[src/hdl/usbep0_pkg.sv]
// usbep0_pkg: shared types, codes and constants of the endpoint-zero control sequencer
// no dependencies; imported by every module under hdl

package usbep0_pkg;

    // event codes
    localparam logic [1:0] OP_SETUP     = 2'd0;
    localparam logic [1:0] OP_IN_DONE   = 2'd1;
    localparam logic [1:0] OP_OUT_DONE  = 2'd2;
    localparam logic [1:0] OP_BUS_RESET = 2'd3;

    // endpoint handshake codes
    localparam logic [1:0] HS_NAK   = 2'd0;
    localparam logic [1:0] HS_VALID = 2'd1;
    localparam logic [1:0] HS_STALL = 2'd2;

    // control stages
    localparam logic [2:0] ST_IDLE     = 3'd0;
    localparam logic [2:0] ST_STALLED  = 3'd1;
    localparam logic [2:0] ST_IN_DATA  = 3'd2;
    localparam logic [2:0] ST_IN_LAST  = 3'd3;
    localparam logic [2:0] ST_WAIT_IN  = 3'd4;
    localparam logic [2:0] ST_WAIT_OUT = 3'd5;
    localparam logic [2:0] ST_OUT_DATA = 3'd6;
    localparam logic [2:0] ST_OUT_LAST = 3'd7;

    // configuration register indexes
    localparam int CFG_IDX_W = 2;
    localparam logic [CFG_IDX_W-1:0] CFG_MAX_PACKET = 2'd0;
    localparam logic [CFG_IDX_W-1:0] CFG_RX_BUFFER  = 2'd1;
    localparam int CFG_DATA_W = 16;

    localparam logic [6:0]  MPS_RESET        = 7'd64;
    localparam int          MAX_PACKET_BYTES = 64;

    // bmRequestType 0 with bRequest 5
    localparam logic [15:0] SET_ADDRESS_KEY = 16'h0500;
    localparam int          DIR_IN_BIT      = 7;

    typedef struct packed {
        logic [1:0]  op;
        logic [7:0]  req_type;
        logic [7:0]  req_code;
        logic [15:0] req_value;
        logic [15:0] req_length;
        logic [15:0] reply_length;
        logic [9:0]  rx_count;
    } item_t;

    typedef struct packed {
        logic [1:0]  tx_handshake;
        logic [1:0]  rx_handshake;
        logic [6:0]  tx_packet_len;
        logic [15:0] tx_data_offset;
        logic [6:0]  copy_len;
        logic [15:0] copy_offset;
        logic        address_write;
        logic [6:0]  new_address;
        logic        setup_end;
        logic [2:0]  stage;
    } result_t;

    typedef struct packed {
        logic [2:0]  stage;
        logic [15:0] tx_left;
        logic [15:0] tx_sent;
        logic [15:0] rx_left;
        logic [15:0] rx_done;
        logic [31:0] saved_request;   // value 31:16, code 15:8, type 7:0
    } state_t;

    typedef struct packed {
        logic [6:0]  mps;             // packet size in effect
        logic [15:0] rx_buffer_size;
    } cfg_t;

endpackage

[src/hdl/usbep0_cfg.sv]
// usbep0_cfg: configuration registers and the effective packet size
// depends on usbep0_pkg

module usbep0_cfg #(
    parameter int MAX_PACKET_BYTES = usbep0_pkg::MAX_PACKET_BYTES
) (
    input  logic                                  aclk,
    input  logic                                  aresetn,
    input  logic                                  cfg_valid,
    output logic                                  cfg_ready,
    input  logic [usbep0_pkg::CFG_IDX_W-1:0]      cfg_index,
    input  logic [usbep0_pkg::CFG_DATA_W-1:0]     cfg_data,
    output usbep0_pkg::cfg_t                      cfg_o
);
    import usbep0_pkg::*;

    localparam logic [9:0] MaxPkt = 10'(MAX_PACKET_BYTES);

    logic [6:0]  mps_reg;
    logic [15:0] rxbuf_reg;

    assign cfg_ready = 1'b1;

    always_ff @(posedge aclk) begin
        if (!aresetn) begin
            mps_reg   <= MPS_RESET;
            rxbuf_reg <= '0;
        end else if (cfg_valid && cfg_ready) begin
            case (cfg_index)
                CFG_MAX_PACKET: mps_reg   <= cfg_data[6:0];
                CFG_RX_BUFFER:  rxbuf_reg <= cfg_data[15:0];
                default: ;
            endcase
        end
    end

    // clamp to the largest packet the endpoint buffers hold
    assign cfg_o.mps = ({3'd0, mps_reg} < MaxPkt) ? mps_reg : MaxPkt[6:0];
    assign cfg_o.rx_buffer_size = rxbuf_reg;

endmodule

[src/hdl/usbep0_step.sv]
// usbep0_step: next stage, counters and result for one event
// depends on usbep0_pkg

module usbep0_step (
    input  usbep0_pkg::item_t   item_i,
    input  usbep0_pkg::state_t  state_i,
    input  usbep0_pkg::cfg_t    cfg_i,
    output usbep0_pkg::state_t  state_o,
    output usbep0_pkg::result_t result_o
);
    import usbep0_pkg::*;

    logic [15:0] offer_len;
    logic [15:0] src_left;
    logic [15:0] src_sent;
    logic [6:0]  pkt_len;
    logic [15:0] left_after;
    logic [15:0] sent_after;
    logic [2:0]  in_stage;
    logic [15:0] out_expect;
    logic [15:0] cnt_cap;
    logic [6:0]  take_len;
    logic [15:0] rx_left_after;
    logic [15:0] rx_done_after;

    // next IN packet; a setup starts from the freshly offered length
    always_comb begin
        offer_len  = (item_i.req_length < item_i.reply_length) ?
                     item_i.req_length : item_i.reply_length;
        src_left   = (item_i.op == OP_SETUP) ? offer_len : state_i.tx_left;
        src_sent   = (item_i.op == OP_SETUP) ? 16'd0 : state_i.tx_sent;
        pkt_len    = (src_left < {9'd0, cfg_i.mps}) ? src_left[6:0] : cfg_i.mps;
        left_after = src_left - {9'd0, pkt_len};
        sent_after = src_sent + {9'd0, pkt_len};
        // a short packet ends the data; a full one asks for a zero-length follow-up
        in_stage   = (left_after == 16'd0 && pkt_len != cfg_i.mps) ? ST_IN_LAST : ST_IN_DATA;
    end

    // received OUT data, clipped to what is still expected and to the packet size
    always_comb begin
        out_expect    = (item_i.req_length > cfg_i.rx_buffer_size) ?
                        cfg_i.rx_buffer_size : item_i.req_length;
        cnt_cap       = ({6'd0, item_i.rx_count} > state_i.rx_left) ?
                        state_i.rx_left : {6'd0, item_i.rx_count};
        take_len      = (cnt_cap > {9'd0, cfg_i.mps}) ? cfg_i.mps : cnt_cap[6:0];
        rx_left_after = state_i.rx_left - {9'd0, take_len};
        rx_done_after = state_i.rx_done + {9'd0, take_len};
    end

    always_comb begin
        state_o  = state_i;
        result_o = '0;
        result_o.tx_handshake = HS_NAK;
        result_o.rx_handshake = HS_NAK;

        case (item_i.op)
            OP_SETUP: begin
                state_o.saved_request = {item_i.req_value, item_i.req_code, item_i.req_type};
                if (item_i.req_length == 16'd0) begin
                    result_o.tx_handshake = HS_VALID;
                    state_o.stage         = ST_WAIT_IN;
                end else if (item_i.req_type[DIR_IN_BIT]) begin
                    state_o.tx_left          = left_after;
                    state_o.tx_sent          = sent_after;
                    state_o.stage            = in_stage;
                    result_o.tx_packet_len   = pkt_len;
                    result_o.tx_data_offset  = src_sent;
                    result_o.tx_handshake    = HS_VALID;
                    if (in_stage == ST_IN_DATA) begin
                        result_o.rx_handshake = HS_STALL;
                    end
                end else begin
                    state_o.rx_left       = out_expect;
                    state_o.rx_done       = 16'd0;
                    state_o.stage         = (out_expect < {9'd0, cfg_i.mps}) ?
                                            ST_OUT_LAST : ST_OUT_DATA;
                    result_o.rx_handshake = HS_VALID;
                end
            end
            OP_IN_DONE: begin
                if (state_i.stage == ST_WAIT_IN) begin
                    if (state_i.saved_request[15:0] == SET_ADDRESS_KEY) begin
                        result_o.address_write = 1'b1;
                        result_o.new_address   = state_i.saved_request[22:16];
                    end
                    result_o.tx_handshake = HS_STALL;
                    result_o.rx_handshake = HS_STALL;
                    result_o.setup_end    = 1'b1;
                    state_o.stage         = ST_IDLE;
                end else if (state_i.stage == ST_IN_LAST) begin
                    state_o.stage         = ST_WAIT_OUT;
                    result_o.rx_handshake = HS_VALID;
                end else begin
                    state_o.tx_left         = left_after;
                    state_o.tx_sent         = sent_after;
                    state_o.stage           = in_stage;
                    result_o.tx_packet_len  = pkt_len;
                    result_o.tx_data_offset = src_sent;
                    result_o.tx_handshake   = HS_VALID;
                    if (in_stage == ST_IN_DATA) begin
                        result_o.rx_handshake = HS_STALL;
                    end
                end
            end
            OP_OUT_DONE: begin
                if (state_i.stage == ST_WAIT_OUT) begin
                    state_o.stage         = ST_IDLE;
                    result_o.rx_handshake = HS_VALID;
                end else if (state_i.stage == ST_IN_DATA || state_i.stage == ST_IN_LAST) begin
                    // host sent data while we were sending: stall both ways
                    state_o.stage         = ST_STALLED;
                    result_o.tx_handshake = HS_STALL;
                    result_o.rx_handshake = HS_STALL;
                end else begin
                    result_o.copy_len    = take_len;
                    result_o.copy_offset = state_i.rx_done;
                    state_o.rx_done      = rx_done_after;
                    state_o.rx_left      = rx_left_after;
                    if (state_i.stage == ST_OUT_LAST) begin
                        state_o.stage         = ST_WAIT_IN;
                        result_o.tx_handshake = HS_VALID;
                    end else begin
                        if (rx_left_after < {9'd0, cfg_i.mps}) begin
                            state_o.stage = ST_OUT_LAST;
                        end
                        result_o.rx_handshake = HS_VALID;
                    end
                end
            end
            default: begin
                // bus reset
                state_o                = '0;
                state_o.stage          = ST_IDLE;
                result_o.address_write = 1'b1;
                result_o.new_address   = 7'd0;
            end
        endcase

        result_o.stage = state_o.stage;
    end

endmodule

[src/hdl/usb_control_endpoint_stage_fsm_top.sv]
// usb_control_endpoint_stage_fsm_top: endpoint-zero control sequencer top level
// depends on usbep0_pkg, usbep0_cfg and usbep0_step

// Endpoint-zero control sequencer. Each transfer on the s_ channel is one event (setup
// packet, IN done, OUT done, bus reset) and yields exactly one transfer on the m_ channel
// carrying the handshakes to program, the packet to load, the bytes to copy, any address
// write and the new stage. The event is captured in an input register, evaluated against
// the stage and byte counters, and the result is captured in an output register; m_valid
// rises when the output register takes the result, which waits while an earlier result
// is still held with m_ready low, and one event is accepted every cycle as long as m_ready
// keeps up. The rate is set by the single state update per
// cycle in the step logic. The configuration registers (index 0 packet size, index 1
// receive buffer size) are always ready and are meant to be written only while no event
// is in flight. The packet size in effect is the smaller of the register and the
// MAX_PACKET_BYTES parameter.

module usb_control_endpoint_stage_fsm_top #(
    parameter int MAX_PACKET_BYTES = usbep0_pkg::MAX_PACKET_BYTES
) (
    input  logic                               aclk,
    input  logic                               aresetn,
    // configuration writes
    input  logic                               cfg_valid,
    output logic                               cfg_ready,
    input  logic [usbep0_pkg::CFG_IDX_W-1:0]   cfg_index,
    input  logic [usbep0_pkg::CFG_DATA_W-1:0]  cfg_data,
    // events in
    input  logic                               s_valid,
    output logic                               s_ready,
    input  logic [1:0]                         s_op,
    input  logic [7:0]                         s_req_type,
    input  logic [7:0]                         s_req_code,
    input  logic [15:0]                        s_req_value,
    input  logic [15:0]                        s_req_length,
    input  logic [15:0]                        s_reply_length,
    input  logic [9:0]                         s_rx_count,
    // results out
    output logic                               m_valid,
    input  logic                               m_ready,
    output logic [1:0]                         m_tx_handshake,
    output logic [1:0]                         m_rx_handshake,
    output logic [6:0]                         m_tx_packet_len,
    output logic [15:0]                        m_tx_data_offset,
    output logic [6:0]                         m_copy_len,
    output logic [15:0]                        m_copy_offset,
    output logic                               m_address_write,
    output logic [6:0]                         m_new_address,
    output logic                               m_setup_end,
    output logic [2:0]                         m_stage
);
    import usbep0_pkg::*;

    cfg_t    cfg;
    item_t   item_reg;
    logic    item_vld_reg;
    state_t  state_reg;
    state_t  state_next;
    result_t result_next;
    result_t result_reg;
    logic    result_vld_reg;
    logic    advance;

    usbep0_cfg #(
        .MAX_PACKET_BYTES(MAX_PACKET_BYTES)
    ) u_cfg (
        .aclk      (aclk),
        .aresetn   (aresetn),
        .cfg_valid (cfg_valid),
        .cfg_ready (cfg_ready),
        .cfg_index (cfg_index),
        .cfg_data  (cfg_data),
        .cfg_o     (cfg)
    );

    // held event moves on when the output register is free or being emptied
    assign advance = item_vld_reg && (!result_vld_reg || m_ready);
    assign s_ready = !item_vld_reg || advance;

    // input register
    always_ff @(posedge aclk) begin
        if (!aresetn) begin
            item_vld_reg <= 1'b0;
        end else if (s_ready) begin
            item_vld_reg <= s_valid;
        end
    end

    always_ff @(posedge aclk) begin
        if (s_valid && s_ready) begin
            item_reg.op           <= s_op;
            item_reg.req_type     <= s_req_type;
            item_reg.req_code     <= s_req_code;
            item_reg.req_value    <= s_req_value;
            item_reg.req_length   <= s_req_length;
            item_reg.reply_length <= s_reply_length;
            item_reg.rx_count     <= s_rx_count;
        end
    end

    usbep0_step u_step (
        .item_i   (item_reg),
        .state_i  (state_reg),
        .cfg_i    (cfg),
        .state_o  (state_next),
        .result_o (result_next)
    );

    // stage and counters commit only when the event's result is captured
    // all zero at reset, which is the idle stage
    always_ff @(posedge aclk) begin
        if (!aresetn) begin
            state_reg <= '0;
        end else if (advance) begin
            state_reg <= state_next;
        end
    end

    // output register
    always_ff @(posedge aclk) begin
        if (!aresetn) begin
            result_vld_reg <= 1'b0;
        end else if (advance) begin
            result_vld_reg <= 1'b1;
        end else if (m_ready) begin
            result_vld_reg <= 1'b0;
        end
    end

    always_ff @(posedge aclk) begin
        if (advance) begin
            result_reg <= result_next;
        end
    end

    assign m_valid          = result_vld_reg;
    assign m_tx_handshake   = result_reg.tx_handshake;
    assign m_rx_handshake   = result_reg.rx_handshake;
    assign m_tx_packet_len  = result_reg.tx_packet_len;
    assign m_tx_data_offset = result_reg.tx_data_offset;
    assign m_copy_len       = result_reg.copy_len;
    assign m_copy_offset    = result_reg.copy_offset;
    assign m_address_write  = result_reg.address_write;
    assign m_new_address    = result_reg.new_address;
    assign m_setup_end      = result_reg.setup_end;
    assign m_stage          = result_reg.stage;

endmodule
[config.mk]
export PLATFORM = sky130hd
export DESIGN_NAME = usb_control_endpoint_stage_fsm_top
export DESIGN_NICKNAME = d
export VERILOG_FILES = /design/src/hdl/usbep0_pkg.sv /design/src/hdl/usbep0_cfg.sv /design/src/hdl/usbep0_step.sv /design/src/hdl/usb_control_endpoint_stage_fsm_top.sv
export SDC_FILE = /design/constraint.sdc
export NUM_CORES = 1
export LEC_CHECK = 0
export ABC_AREA = 1
export BUFFER_PORTS_ARGS = -buffer_cell sky130_fd_sc_hd__buf_4
export CORE_UTILIZATION = 40
export DETAILED_ROUTE_END_ITERATION = 7
export HOLD_SLACK_MARGIN = 0.12
export MAX_ROUTING_LAYER = met4
export PLACE_DENSITY = 0.7
export SYNTH_ARGS = -nofsm -noshare
export SYNTH_HDL_FRONTEND = slang
export SYNTH_SLANG_ARGS = --single-unit
[constraint.sdc]
create_clock -name aclk -period 16.7 [get_ports aclk]
set_clock_uncertainty 0.15 [all_clocks]
set_input_delay 1.67 -clock aclk [delete_from_list [all_inputs] [get_ports aclk]]
set_output_delay 1.67 -clock aclk [all_outputs]
set_load 0.02 [all_outputs]
# [Word-level counts from Yosys, hierarchy flattened]
# Cells that the tools add are included.
[word_totals] out_inout_bits=65 wordCells=133 input_bits=99 register_bits=244
[classes] add_sub_neg=4 reduce_logical=21 mux=52 n_eq_ne=18 n_bitwise=3 n_lt_le_gt_ge=8
[ops] operator="$mux W32" n=6
[ops] operator="$pmux W32 S3" n=2
[ops] operator="$pmux W23 S2" n=2
[ops] operator="$mux W16" n=5
[ops] operator="$mux W23" n=3
[ops] operator="$mux W64" n=1
[ops] operator="$lt A16 B7 Y1" n=3
[ops] operator="$add A16 B7 Y16" n=2
[ops] operator="$logic_not A16 Y1" n=2
[ops] operator="$sub A16 B7 Y16" n=2
[ops] operator="$mux W25" n=1
[ops] operator="$mux W3" n=8
[ops] operator="$mux W7" n=3
[ops] operator="$eq A16 B11 Y1 const B" n=1
[ops] operator="$gt A10 B16 Y1" n=1
[ops] operator="$gt A16 B16 Y1" n=1
[ops] operator="$gt A16 B7 Y1" n=1
[ops] operator="$lt A16 B16 Y1" n=1
[ops] operator="$pmux W8 S2" n=1
[ops] operator="$ne A2 B2 Y1 const B" n=7
[ops] operator="$mux W2" n=6
[ops] operator="$pmux W4 S3" n=1
[ops] operator="$reduce_and A6 Y1" n=2
[ops] operator="$eq A3 B2 Y1 const B" n=3
[ops] operator="19 further kinds" n=41

# [Longest topological paths before layout]
# Gate-level depths: netlist (run 1).
[depth] depth_word=14 depth_mapped=54 mapped_depth_nobuf=53

# [By module]
# A second synthesis (run 1) with hierarchy kept.
[unflattened] hier_cells=2359 hier_area_um2=16906.2
[by_module_without_submodules] module="usb_control_endpoint_stage_fsm_top" area_each_um2=8602.0 cells_each=799 instances=1 seq_area_each_um2=6165.9
[by_module_without_submodules] module="usbep0_step" area_each_um2=7269.5 cells_each=1398 instances=1 seq_area_each_um2=0.0
[by_module_without_submodules] module="usbep0_cfg" area_each_um2=1034.7 cells_each=162 instances=1 seq_area_each_um2=460.4

# [Worst setup path after synthesis (run 1)]
# Ideal clock, no wire load.
[synth_path] kind="reg-to-reg" start="reg item_reg[37] in the netlist's numbering" end="reg result_reg, in the netlist m_rx_handshake[1] (data pin)" stages_incl_launch_ff=38 path_buffers=2 arrival_ps=5451 required_time_ps=16300 slack_ps=10849 path_cell_list="edfxtp_1 ha_1 a21oi_1 o21ai_0 a21oi_2 nand2_4 inv_1 buf_4 nand2_1 a21oi_1 ha_1 nand2_1 nand2_1 nand2_1 nand2_1 nand2_1 nand2_2 clkbuf_1 [... 2 more ...] inv_1 fa_1 nand3_1 nand2_1 a21oi_1 o21bai_1 nand2_1 nor3b_1 nand3_1 xnor2_1 nor2_1 nand3_1 nor2_1 nand3_1 nand2_1 o221ai_1 nand2_1 inv_1"
[synth_lines] item="start: declaration" line="usb_control_endpoint_stage_fsm_top.sv:54" rtl="item_t item_reg;"
[synth_lines] item="end signal: assignment" line="usb_control_endpoint_stage_fsm_top.sv:131" rtl="result_reg <= result_next;"
[synth_lines] item="end: declaration" line="usb_control_endpoint_stage_fsm_top.sv:59" rtl="result_t result_reg;"

==> results of run 1 <==
## layer usage
metal | vias up | GRT usage [%] | part of all wire [%]
li1 | 5842 | - | -
met1 | 5220 | 25.83 | 45
met2 | 304 | 32.99 | 46
met3 | 69 | 2.960 | 5.8
met4 | 0 | 6.787 | 2.8
met5 | - | - | 0
## cell usage in the layout (no fill, tap or decap), drive strengths merged, types with 2 or more instances in the layout
master    count
a211oi       16
inv         249
clkinvlp      3
clkinv       10
xnor2         7
or2          10
clkbuf       39
o22ai         7
a21oi       148
nand4        24
nand3b       10
buf         160
xor2          8
ha           93
o21bai        3
a31oi        17
o21ai        95
edfxtp      129
nor2        177
nand3        83
o21a          6
dfxtp       115
fa            4
nor3         30
nand2       371
nor4          7
o211ai        5
a22oi         2
## worst min-delay path by stage
stage / start / end / slack, ns / cells after the start
6_report: state_reg[7] / state_reg[7] / 0.30 / 2
4_1_cts: state_reg[7] / state_reg[7] / 0.31 / 2
2_1_floorplan: state_reg[7] / state_reg[7] / 0.27 / 2
5_1_grt: state_reg[7] / state_reg[7] / 0.32 / 2
3_5_place_dp: state_reg[7] / state_reg[7] / 0.30 / 2
3_3_place_gp: state_reg[7] / state_reg[7] / 0.30 / 2
## report_power, final
group	switching, uW	leakage, uW	internal (uW)
Clock	246	0.000407	323
Combinational	243	0.00416	135
Sequential	16.0	0.00217	661
Total	505	0.00673	1120
## area by class of cell
class                   instances  area share (%)
repair buffers                160           7.516
clock inverters                11          0.4776
inverters                     251           5.919
multi-input cells            1134           39.10
flip-flops and latches        244           38.65
well taps                     448           3.508
clock buffers                  39           4.831
## cells by family after synthesis
kind of cell / synth area share, %
compound gates: 12.51
xor+xnor: 0.9680
fa+ha+maj: 9.164
buf+inv: 8.472
flops: 45.51
other cells: 0.02763
simple gates: 23.35
## worst register-to-register path: cells and delay by family (launching register included)
| family | cells | cell delay (ns) |
|---|---|---|
| AND/OR/NAND/NOR | 19 | 2.53 |
| AO/OA/AOI/OAI | 8 | 2.00 |
| adder cells (fa/ha/maj) | 4 | 1.36 |
| flip-flops | 1 | 0.52 |
| buffers and inverters | 3 | 0.37 |
| XOR/XNOR | 1 | 0.17 |
## per-stage QoR
stage | total power [uW] | instances
after global placement | 1051 | 2237
after CTS | 1638 | 2287
final | 1623 | 2287
after global routing | 1719 | 2287
after floorplan | 962.8 | 1677
after detailed placement | 1062 | 2237
==> metrics.md, run 1 <==
| Metric | Value |
|---|---|
| Status | `complete, no violations` |
| Ranking of synthesized cells by area | `edfxtp_1 (29%), dfxtp_1 (17%), nand2_1 (9.6%)` |
| Max Transition Viols Final | `0` |
| Critical Path Source Type | `register` |
| Slew margin rel. | `34.66%` |
| Max Root-Sink Buffers | `3` |
| Bufs and invs on worst path | `3` |
| Worst reg2reg path startpoint | `item_reg[37]` |
| Number of synthesized register bits | `244` |
| Critical path class | `reg2reg` |
| Fill cells | `3204` |
| Top FF cell, synth | `edfxtp_1` |
| Post-DP HPWL | `24840 um` |
| Asr flop ratio synth | `0%` |
| Fmax | `136.6 MHz` |
| PD cells | `101.6 nW/um^2` |
| CTS Buf Count | `27` |
| TNS Setup | `0 ns` |
| Vias post-DR | `11440` |
| Pin count of the biggest net entering global routing | `69` |
| Clk_lat worst skew | `0.54 ns` |
| # hold bufs at CTS | `0` |
| Sequential share of the synthesized area | `45.51%` |
| Area leader, netlist | `edfxtp_1` |
| Maximum vdd drop | `0.07397 mV` |
| Fin crit period | `7.321 ns` |
| Top-count cell post-synth | `nand2_1` |
| Initial drt markers | `730` |
| Post-DR wirelength/cell | `14.89 um` |
| Fin area | `15980 sq um` |
| R2R Path End | `m_rx_handshake[1]` |
| Post-Place Setup Slack | `9.572 ns` |
| Area grow syn2layout | `17.75%` |
| Starting Density | `40.58%` |
| Resized Gates After CTS | `0` |
| Vias in the first global route | `10840` |
| Unique masters post-synth | `55` |
| CP Capture Type | `register` |
| Synth cell count leaders | `nand2_1 (348), inv_1 (240), nor2_1 (168)` |
| Reg2reg setup slack | `9.38 ns` |
| Final WS setup | `9.379 ns` |
| H-tree levels | `1` |
| Chip width | `186.2 um` |
| Period utilization | `43.84%` |
| Die area | `34670 sq um` |
| RSZ-0062 raised after global routing | `no` |
| Clock Sinks | `244` |
| Ant diodes | `0` |
| Root buffer cell | `clkbuf_16` |
| Site row count | `67` |
| Post-CTS Setup Bufs | `0` |
| Antenna violations before repair | `0` |
| Worst EP arrival | `7.48 ns` |
| YS warnings | `0` |
| CP Launch Point | `item_reg[37]` |
| Multi-input gate area | `6248 sq um` |
| Max stage delay on crit path | `0.58 ns` |
| Tightest Pin Transition | `0.9765 ns` |
| Antenna Nets Post-Route | `0` |
| Port Buffers | `153` |
| Crit-path max FO | `19` |
| Vias per Instance | `5.000` |
| Synthesized instance count | `1677` |
| DR DRC count | `0` |
| Fin util | `47.78%` |
| I/O Pins | `164` |
| Post-Syn Nets | `1873` |
| CTS clk-pin slew, worst paths | `0.07 ns` |
| Layout net count | `2014` |
| Area after DPL | `15130 sq um` |
| Largest register FFs | `90` |
| Mapped cell area | `13570 sq um` |
| Seq. cell area | `6176 sq um` |
| WHS | `0.3028 ns` |
| Syn avg cell area | `8.093 sq um` |
| CP required | `16.86 ns` |
| Crit path depth | `35` |
| Router iterations before antenna repair | `5` |
| Post-synth top area share | `28.54%` |
| Critical Path End | `m_rx_handshake[1]` |
| CP max stage cell | `a21oi_1` |
| Final GP Congestion | `0.9546` |
| CP delay by family, top | `simple AND/OR/NAND/NOR gates` |
| Die H | `186.2 um` |
| Global-route usage over all layers | `20.28%` |
| First-pass GRT wire length | `54200 um` |
| Final setup vio count | `0` |
| Ratio of cells with drive above 1 in the final layout | `15.06%` |
| Final WL | `34050 um` |
| CTS tree | `yes` |
| Pleak | `0.006731 uW` |
| # Max-Cap Violations | `0` |
| Hold Violations, Final | `0` |
| Total gr overflow | `0` |
| Area of the core | `33450 sq um` |
| HP Class | `reg2reg` |
| Reg2Reg Depth | `35` |
| Number of flops mapped to enable cells by yosys | `129` |
| Cell mode on critical path | `nand2_1` |
Note: power is estimated with default switching activity, not from simulation.
==> run 2: changes to the inputs <==
PLACE_DENSITY = 0.73   (was 0.7)
clock period = 6.2 ns   (was 16.7 ns; I/O delays follow)
==> run 2 against run 1 <==
Against the previous run:
- setup slack worse by 9.0 ns
- final cell count rose by 6.4%
- sequential share of layout area decreased by 3.4 points
- first-iteration DRC count increased by 6.4%
- non-clock buffer count grew 145
- global-route usage up 0.96 points
- register-to-register slack worse by 9.0 ns
- hold slack lost 0.13 ns
- wire length is 6.4% higher
- fmax increased by 26%
- largest cell class unchanged
==> metrics.md, run 2 (synthesized netlist as in run 1, its figures left out) <==
| Metric | Value |
|---|---|
| Sequential share of power | `38.9%` |
| Final setup vio count | `0` |
| Critical path class | `reg2reg` |
| Crit-path max FO | `5` |
| Root buffer cell | `clkbuf_16` |
| Area grow syn2layout | `29.28%` |
| Fin crit period | `5.801 ns` |
| NetSw | `1457 uW` |
| Router iterations before antenna repair | `5` |
| Vias per Instance | `5.020` |
| Pin count of the biggest net entering global routing | `68` |
| DR DRC count | `0` |
| Hold Violations, Final | `0` |
| Hold path endpoint | `u_cfg.rxbuf_reg[0]` |
| Max stage delay on crit path | `0.49 ns` |
| Area of the core | `33450 sq um` |
| Fmax | `172.4 MHz` |
| Critical Path Source Type | `register` |
| Ant diodes | `0` |
| Post-DR wirelength/cell | `14.89 um` |
| HP Class | `in2reg` |
| Max Transition Viols Final | `0` |
| Hold Path Depth | `3` |
| Max Root-Sink Buffers | `3` |
| Ratio of cells with drive above 1 in the final layout | `20.19%` |
| Worst EP arrival | `5.96 ns` |
| Cell mode on critical path | `nand2_1` |
| I/O Pins | `164` |
| Switch share | `31.19%` |
| Commonest non-fill, non-tap cell in the layout | `nand2_1` |
| Pleak | `0.007434 uW` |
| Tightest Pin Transition | `0.9496 ns` |
| Reg2reg setup slack | `0.40 ns` |
| CTS Buf Count | `27` |
| Port Buffers | `153` |
| H-tree levels | `1` |
| Largest register FFs | `90` |
| CP required | `6.36 ns` |
| Global-route usage over all layers | `21.23%` |
| Worst reg2reg path startpoint | `item_reg[28]` |
| Maximum vdd drop | `0.2011 mV` |
| Slew margin rel. | `36.69%` |
| Total gr overflow | `0` |
| Fin util | `52.46%` |
| Hold path start | `cfg_data[0]` |
| TNS Setup | `0 ns` |
| Clk_lat worst skew | `0.55 ns` |
| CTS tree | `yes` |
| Clock Sinks | `244` |
| Site row count | `67` |
| Seq. cell area | `6180 sq um` |
| P_int | `3213 uW` |
| Period utilization | `93.57%` |
| First-pass GRT wire length | `56970 um` |
| Multi-input gate area | `6501 sq um` |
| Final GP Congestion | `0.9223` |
| Antenna Nets Post-Route | `0` |
| Initial drt markers | `777` |
| Clock power frac | `34.6%` |
| # Max-Cap Violations | `0` |
| Vias in the first global route | `11520` |
| Comb pwr share | `26.6%` |
| Most frequent cells in the layout | `nand2_1 (345), buf_4 (237), inv_1 (235)` |
| PD cells | `266.1 nW/um^2` |
| R2R Path End | `m_rx_handshake[1]` |
| Reg2Reg Depth | `42` |
| Antenna violations before repair | `0` |
| Vias post-DR | `12220` |
| Chip width | `186.2 um` |
| Starting Density | `40.58%` |
| CP max stage cell | `edfxtp_1` |
| Fill cells | `3026` |
| Final WL | `36240 um` |
| Die area | `34670 sq um` |
| Die H | `186.2 um` |
| CP Capture Type | `register` |
| Post-DP HPWL | `25600 um` |
| CTS clk-pin slew, worst paths | `0.06 ns` |
| Status | `complete, no violations` |
| Layout net count | `2161` |
## run 2: changes by cell type in the layout (fill, tap and decap cells not counted), sizes merged, moves of 3 or more
cell         previous run  this run
dlygate4sd3             0        67
clkinvlp                3         6
clkbuf                 39        30
buf                   160       238
clkinv                 10        15
bufinv                  0         3
## run 2: worst max-delay path by stage
stage          cells past startpoint           endpoint          start
2_1_floorplan                     37  m_rx_handshake[1]   item_reg[37]
3_3_place_gp                      50         m_stage[1]  state_reg[49]
3_5_place_dp                      39  m_rx_handshake[1]   item_reg[21]
4_1_cts                           38  m_rx_handshake[1]   item_reg[21]
5_1_grt                           42  m_rx_handshake[1]   item_reg[25]
6_report                          42  m_rx_handshake[1]   item_reg[28]
## run 2: per-layer routing
| metal | vias to the layer above | share of wire (%) | GRT usage (%) | routed length (um) |
|---|---|---|---|---|
| li1 | 6148 | - | - | - |
| met1 | 5631 | 43 | 26.18 | 15750 |
| met2 | 364 | 48 | 35.93 | 17500 |
| met3 | 75 | 5.1 | 2.648 | 1854 |
| met4 | 0 | 3.1 | 7.115 | 1133 |
| met5 | - | 0 | - | 0 |
## run 2: final cells by class
class / count / area share (%)
inverters: 251 / 5.413
clock inverters: 20 / 1.134
flip-flops and latches: 244 / 35.22
repair inverters: 1 / 0.04279
clock buffers: 30 / 3.915
multi-input cells: 1135 / 37.05
repair buffers: 305 / 14.03
well taps: 448 / 3.195
## run 2: metrics by stage
step                hold slack, ns  instance area, sq um  power (uW)  setup slack [ns]  instances
detailed placement          0.3044                 15640        2960            0.1140       2305
floorplan                   0.2733                 13570        2593            0.3493       1677
finish                      0.1748                 17550        4669            0.3985       2434
CTS                         0.1530                 17200        4618            0.1024       2422
global placement            0.2985                 15640        2927            0.1817       2305
global route                0.1715                 17550        4929          -0.03886       2434
## run 2: what timing repair did
item	CTS	global route
setup buffers	0	10
gates resized for setup	0	64
hold buffers	67	0
hold endpoints to repair	67	0
setup endpoints to repair	0	17
## run 2: critical path: cells and delay by family, from the launching register on
kind	cells	cell delay (ns)
adder cells (fa/ha/maj)	3	0.87
flip-flops	1	0.49
AO/OA/AOI/OAI	5	0.60
XOR/XNOR	1	0.15
AND/OR/NAND/NOR	25	2.41
buffers and inverters	8	0.85
## run 2: power by group through the flow
stage,registers [uW],logic (uW),clock network [uW]
final,1810,1240,1610
after global routing,1820,1390,1720
after CTS,1810,1150,1650
after detailed placement,1850,1110,0
after global placement,1850,1080,0
after floorplan,1870,725,0
